`config.mk`:
```
export PLATFORM = sky130hd
export DESIGN_NAME = ptmr_slot_store
export DESIGN_NICKNAME = d
export VERILOG_FILES = /design/src/ptmr_pkg.sv /design/src/ptmr_slot_store.sv
export SDC_FILE = /design/constraint.sdc
export NUM_CORES = 2
export LEC_CHECK = 0
export BUFFER_PORTS_ARGS = -buffer_cell sky130_fd_sc_hd__buf_4
export CAP_MARGIN = 25
export CELL_PAD_IN_SITES_DETAIL_PLACEMENT = 1
export CELL_PAD_IN_SITES_GLOBAL_PLACEMENT = 1
export CORE_UTILIZATION = 50
export CTS_BUF_LIST = sky130_fd_sc_hd__clkbuf_4 sky130_fd_sc_hd__clkbuf_8 sky130_fd_sc_hd__clkbuf_16
export CTS_CLUSTER_SIZE = 24
export DETAILED_ROUTE_END_ITERATION = 7
export MAX_ROUTING_LAYER = met4
export PLACE_DENSITY = 0.68
export REMOVE_ABC_BUFFERS = 1
export SLEW_MARGIN = 15
export SYNTH_ARGS = -nofsm -noshare
export SYNTH_HDL_FRONTEND = slang
export SYNTH_SLANG_ARGS = --single-unit
```
`constraint.sdc`:
```
create_clock -name clk -period 2 [get_ports clk]
set_input_delay 0.2 -clock clk [delete_from_list [all_inputs] [get_ports clk]]
set_output_delay 0.2 -clock clk [all_outputs]
set_load 0.03 [all_outputs]
```
`src/ptmr_pkg.sv`:
```
// ptmr_pkg: shared codes, field positions and helpers for the protection table refill block
// no dependencies; imported by the slot store, the top level and the checker
package ptmr_pkg;

    // input operation codes
    localparam logic [1:0] OP_LOAD_DESC = 2'd0;
    localparam logic [1:0] OP_LOAD_SLOT = 2'd1;
    localparam logic [1:0] OP_MISS      = 2'd2;

    // result status codes
    localparam logic [1:0] STATUS_DONE    = 2'd0;
    localparam logic [1:0] STATUS_DEFER   = 2'd1;
    localparam logic [1:0] STATUS_NO_DESC = 2'd2;
    localparam logic [1:0] STATUS_LOCKED  = 2'd3;

    // layout of a 64-bit entry: start in the low word, attributes in the high word
    localparam int ATTR_LSB = 32;
    localparam int SIZE_LSB = ATTR_LSB + 16;
    localparam int LOCK_POS = ATTR_LSB + 1;

    // page sizes, one bit wider than an address so that the end never wraps
    localparam logic [32:0] PAGE_1K = 33'd1024;
    localparam logic [32:0] PAGE_4K = 33'd4096;
    localparam logic [32:0] PAGE_1M = 33'd1048576;
    localparam logic [32:0] PAGE_4M = 33'd4194304;

    typedef logic [63:0] ptmr_entry_t;

    // slot store access strobes
    typedef struct packed {
        logic rd;
        logic wr;
    } ptmr_slot_ctl_t;

    function automatic logic [32:0] page_size(input logic [1:0] code);
        logic [32:0] size;
        case (code)
            2'd0:    size = PAGE_1K;
            2'd1:    size = PAGE_4K;
            2'd2:    size = PAGE_1M;
            default: size = PAGE_4M;
        endcase
        return size;
    endfunction

endpackage

```
`src/ptmr_slot_store.sv`:
```
// ptmr_slot_store: protection slot memory for both sides with per-entry valid bits
// depends on ptmr_pkg; an entry never written since reset reads as zero
module ptmr_slot_store
    import ptmr_pkg::*;
#(
    parameter int AW = 5
)
(
    input  logic           clk,
    input  logic           rst_n,
    input  ptmr_slot_ctl_t ctl,
    input  logic [AW-1:0]  rd_addr,
    input  logic [AW-1:0]  wr_addr,
    input  ptmr_entry_t    wr_data,
    output ptmr_entry_t    rd_data
);

    localparam int DEPTH = 2 ** AW;

    ptmr_entry_t           mem [DEPTH];
    logic [DEPTH-1:0]      valid_reg;
    logic [DEPTH-1:0]      valid_next;
    ptmr_entry_t           rd_word_reg;
    logic                  rd_valid_reg;

    // memory write and registered read
    always_ff @(posedge clk)
    begin
        if (ctl.wr)
        begin
            mem[wr_addr] <= wr_data;
        end
        if (ctl.rd)
        begin
            rd_word_reg <= mem[rd_addr];
        end
    end

    // valid bits set on write
    always_comb
    begin
        valid_next = valid_reg;
        if (ctl.wr)
        begin
            valid_next[wr_addr] = 1'b1;
        end
    end

    always_ff @(posedge clk or negedge rst_n)
    begin
        if (!rst_n)
        begin
            valid_reg    <= '0;
            rd_valid_reg <= 1'b0;
        end
        else
        begin
            valid_reg <= valid_next;
            if (ctl.rd)
            begin
                rd_valid_reg <= valid_reg[rd_addr];
            end
        end
    end

    // unwritten entries read as the reset value
    assign rd_data = rd_valid_reg ? rd_word_reg : '0;

endmodule

```
==> summary by stage <==
Final layout
The post-layout net count is 4057. The register with the most flip-flops in the layout has 2048 of them. After routing the design area is 98570 um2. The share of cells above drive strength 1 is 0.3965. The core utilization of the finished layout is 0.6118. The most common cell after layout, fill and taps aside is sky130_fd_sc_hd__edfxtp_1.

The number of filler instances in the final layout is 12970. In the layout the commonest cells are sky130_fd_sc_hd__edfxtp_1, sky130_fd_sc_hd__mux4_2, sky130_fd_sc_hd__buf_4, sky130_fd_sc_hd__clkbuf_16, sky130_fd_sc_hd__buf_12. The area growth from synthesis to layout is 21.16%.

Placed design
In this run the cell area measured after placement is 90230 um2. Routability-driven placement finished with a final weighted congestion of 0.8051. The total of buffers placed on input and output ports is 141. Detailed placement finished with a half-perimeter wire length of 135000 um.

CTS
The maximum count of clock buffers along a single path is 3. TritonCTS built the clock tree. Clock-pin slew was measured on the worst setup and hold paths at 0.07 ns. The tree is rooted in a sky130_fd_sc_hd__clkbuf_16. The number of sinks driven by the clock tree is 2145. At the later pin of the worst-skew pair, clock insertion delay measures 0.88 ns. The depth of the CTS H-tree is 4. Counting the buffers created by CTS gives 210.

Timing
Once routing completed, OpenROAD measured the worst setup slack at -0.2822 ns. Derived from the worst setup path, the maximum achievable clock frequency is 0.4382 GHz. The hold violation count in the final report was 0.

Between clock sinks in the finished design, the worst skew comes to 0.04963 ns. The final setup violation count is 64. The fraction of the cycle the final worst path needs is 1.141. The max-slew violation count is 0. Setup repair after global routing could not meet its margin everywhere. Subtracting the final worst setup slack from the clock period gives 2.282 ns. The remaining max-slew budget at the tightest pin is 0.3591.

For the pin with the worst max-slew slack, the measured transition is 0.9594 ns.

Global routing
The total routing resource utilization after global routing is 0.2863. The initial antenna violation count is 14. The maximum number of pins on one net before global-route repair is 40. The wire length of the first global-routing pass is 316000 um.

The total congestion overflow is 0. The via count of the first global-routing pass is 41760.

Floorplanning
Pin placement for this block handled 142 I/O pins. The initial utilization of the core area, before any placement, comes to 0.5050. The number of core rows is 147. The floorplan step defined a die boundary enclosing 164300 um2. The width of the chip is 405.4 um. Measured along the y axis, the die boundary spans 405.4 um.

The floorplan step defined a core boundary enclosing 161100 um2.

Critical path
The required time of the critical path is 1.80 ns. The worst setup path is of the register to output pin kind. The data arrival time at the worst-slack endpoint is 2.08 ns. Along the worst path, the maximum fanout reaches 9. The startpoint class of the critical path is a register.

In this run the critical register-to-register path is launched from mem[15][17]$_DFFE_PP_. In this run the worst setup path begins at rd_valid_reg$_DFFE_PN0P_. The endpoint type of the worst setup path is an output pin.

Synth
Counting distinct cell types in the post-synthesis netlist gives 32. Counting every instance in the synthesized netlist gives 3309. The number of synthesis warnings is 0. The flip-flop and latch count after synthesis is 2145. A synthesized cell averages 24.59 um2. The summed instance area of the synthesized netlist is 81360 um2. The sequential element share of the synthesized area is 0.7897.

Route
The detailed router finished its first iteration with 4622 violations. The via count is 39740. The number of nets with antenna violations after detailed routing is 0.

Before antenna repair, the detailed router went through 5 iterations. After detailed routing, the number of vias per cell comes to 6.273. In the final routed layout, each cell accounts on average for 35.45 um. The final routed DRC violation total is 0. The total wire length after detailed routing is 224600 um.

Power
The power density over the cells is 988.9 nW/um2. The standby leakage power is 32.09 nW. The worst-case vdd ir drop is 0.001062 V.

Outcome
The flow ran to the end, but the final reports show violations. The final reports fail on negative setup slack.

Job
The number of max-cap violations is 0.

Worst hold path
The worst min-delay path class is primary input to register. The startpoint of the most critical hold path is wr_addr[2].
## cell usage after synthesis
| library cell | number | area [um2] |
|---|---|---|
| sky130_fd_sc_hd__mux2i_1 | 103 | 1031 |
| sky130_fd_sc_hd__a21oi_1 | 1 | 5.000 |
| sky130_fd_sc_hd__o22ai_1 | 8 | 50.05 |
| sky130_fd_sc_hd__or3b_2 | 3 | 26.28 |
| sky130_fd_sc_hd__edfxtp_1 | 2112 | 63420 |
| sky130_fd_sc_hd__inv_1 | 2 | 7.510 |
| sky130_fd_sc_hd__a32o_1 | 1 | 10.01 |
| sky130_fd_sc_hd__buf_4 | 15 | 112.6 |
| sky130_fd_sc_hd__nand2_1 | 51 | 191.4 |
| sky130_fd_sc_hd__and2_1 | 64 | 400.4 |
| sky130_fd_sc_hd__o22a_1 | 20 | 175.2 |
| sky130_fd_sc_hd__and3_1 | 1 | 6.260 |
| sky130_fd_sc_hd__or2_2 | 35 | 219.0 |
| sky130_fd_sc_hd__o21ai_0 | 1 | 5.000 |
| sky130_fd_sc_hd__nor2_1 | 34 | 127.6 |
| sky130_fd_sc_hd__nand3b_1 | 5 | 37.54 |
| sky130_fd_sc_hd__dfrtp_1 | 33 | 825.8 |
| sky130_fd_sc_hd__buf_1 | 33 | 123.9 |
| sky130_fd_sc_hd__mux4_2 | 591 | 13310 |
| sky130_fd_sc_hd__nand2b_1 | 4 | 25.02 |
| sky130_fd_sc_hd__nor2b_1 | 1 | 6.260 |
| sky130_fd_sc_hd__nand3_1 | 3 | 15.01 |
| sky130_fd_sc_hd__buf_2 | 42 | 210.2 |
| sky130_fd_sc_hd__clkbuf_1 | 73 | 274.0 |
| sky130_fd_sc_hd__o221ai_1 | 20 | 175.2 |
| sky130_fd_sc_hd__inv_2 | 1 | 3.750 |
| sky130_fd_sc_hd__or3_1 | 2 | 12.51 |
| sky130_fd_sc_hd__buf_6 | 4 | 45.04 |
| sky130_fd_sc_hd__mux2_1 | 1 | 11.26 |
| sky130_fd_sc_hd__a221o_1 | 7 | 70.07 |
| sky130_fd_sc_hd__mux2_2 | 37 | 416.7 |
| sky130_fd_sc_hd__o311ai_0 | 1 | 8.760 |
## final cells by class
type	count	area (um2)	area share
clock inverters	142	1555	0.01578
flip-flops and latches	2145	64250	0.6518
well taps	2160	2703	0.02742
inverters	3	16.27	0.0001650
diodes	11	27.53	0.0002792
repair buffers	625	7670	0.07781
multi-input cells	994	16700	0.1695
clock buffers	255	5648	0.05730
## critical path: stages (launching register included)
cell                      delay (ns)
sky130_fd_sc_hd__dfrtp_4        0.59
sky130_fd_sc_hd__buf_12         0.19
sky130_fd_sc_hd__buf_12         0.15
sky130_fd_sc_hd__and2_4         0.14
sky130_fd_sc_hd__buf_6          0.13
## power breakdown
part           internal, mW  total (mW)  switching [mW]
logic                  2.92        6.20            3.28
clock network          23.5        40.7            17.2
registers              50.2        50.6           0.345
## final timing paths
kind | endpoint | slack [ns] | depth (start not counted)
max reg2reg | rd_word_reg[17]$_DFFE_PP_ | 0.03 | 3
min in group asynchronous | valid_reg[8]$_DFFE_PN0P_ | 0.58 | 4
min reg2reg | valid_reg[5]$_DFFE_PN0P_ | 0.47 | 1
max in group asynchronous | rd_valid_reg$_DFFE_PN0P_ | 1.21 | 4
min | mem[22][29]$_DFFE_PP_ | 0.11 | 3
max | rd_data[59] | -0.28 | 4
## metal layers
metal  GRT usage  up-vias  wire length (um)
met1      0.3846    21880             89250
met4     0.06486        0              4237
met3     0.04384      292             16880
li1            -    15640                 -
met5           -        -                 0
met2      0.4673     1924            114200
## kinds of logic after synthesis
family,Yosys count,synth area share
DFF,2145,0.7897
AOI/OAI and AO/OA,59,0.006136
buffers and inverters,170,0.009550
muxes,732,0.1815
and+or+nand+nor,203,0.01312
## per-stage QoR
step	setup TNS, ns	setup slack [ns]	power [mW]	hold slack [ns]	instances
after detailed placement	-31.59	-0.5032	57.29	0.1687	5854
final	-13.83	-0.2822	97.48	0.1050	6335
after floorplan	-3755.69	-1.967	53.91	-0.09559	3142
after CTS	-17.21	-0.3319	98.05	0.04708	6324
after global routing	-15.82	-0.3031	99.80	0.09062	6333
after global placement	-28.54	-0.4620	57.00	0.1536	5854
## timing repair
action | in CTS | in global routing
setup endpoints to repair | 64 | 64
hold endpoints to repair | 2143 | 0
resized for setup | 105 | 15
setup buffers | 3 | 0
hold buffers | 70 | 0
Note: power is estimated with default switching activity, not from simulation.
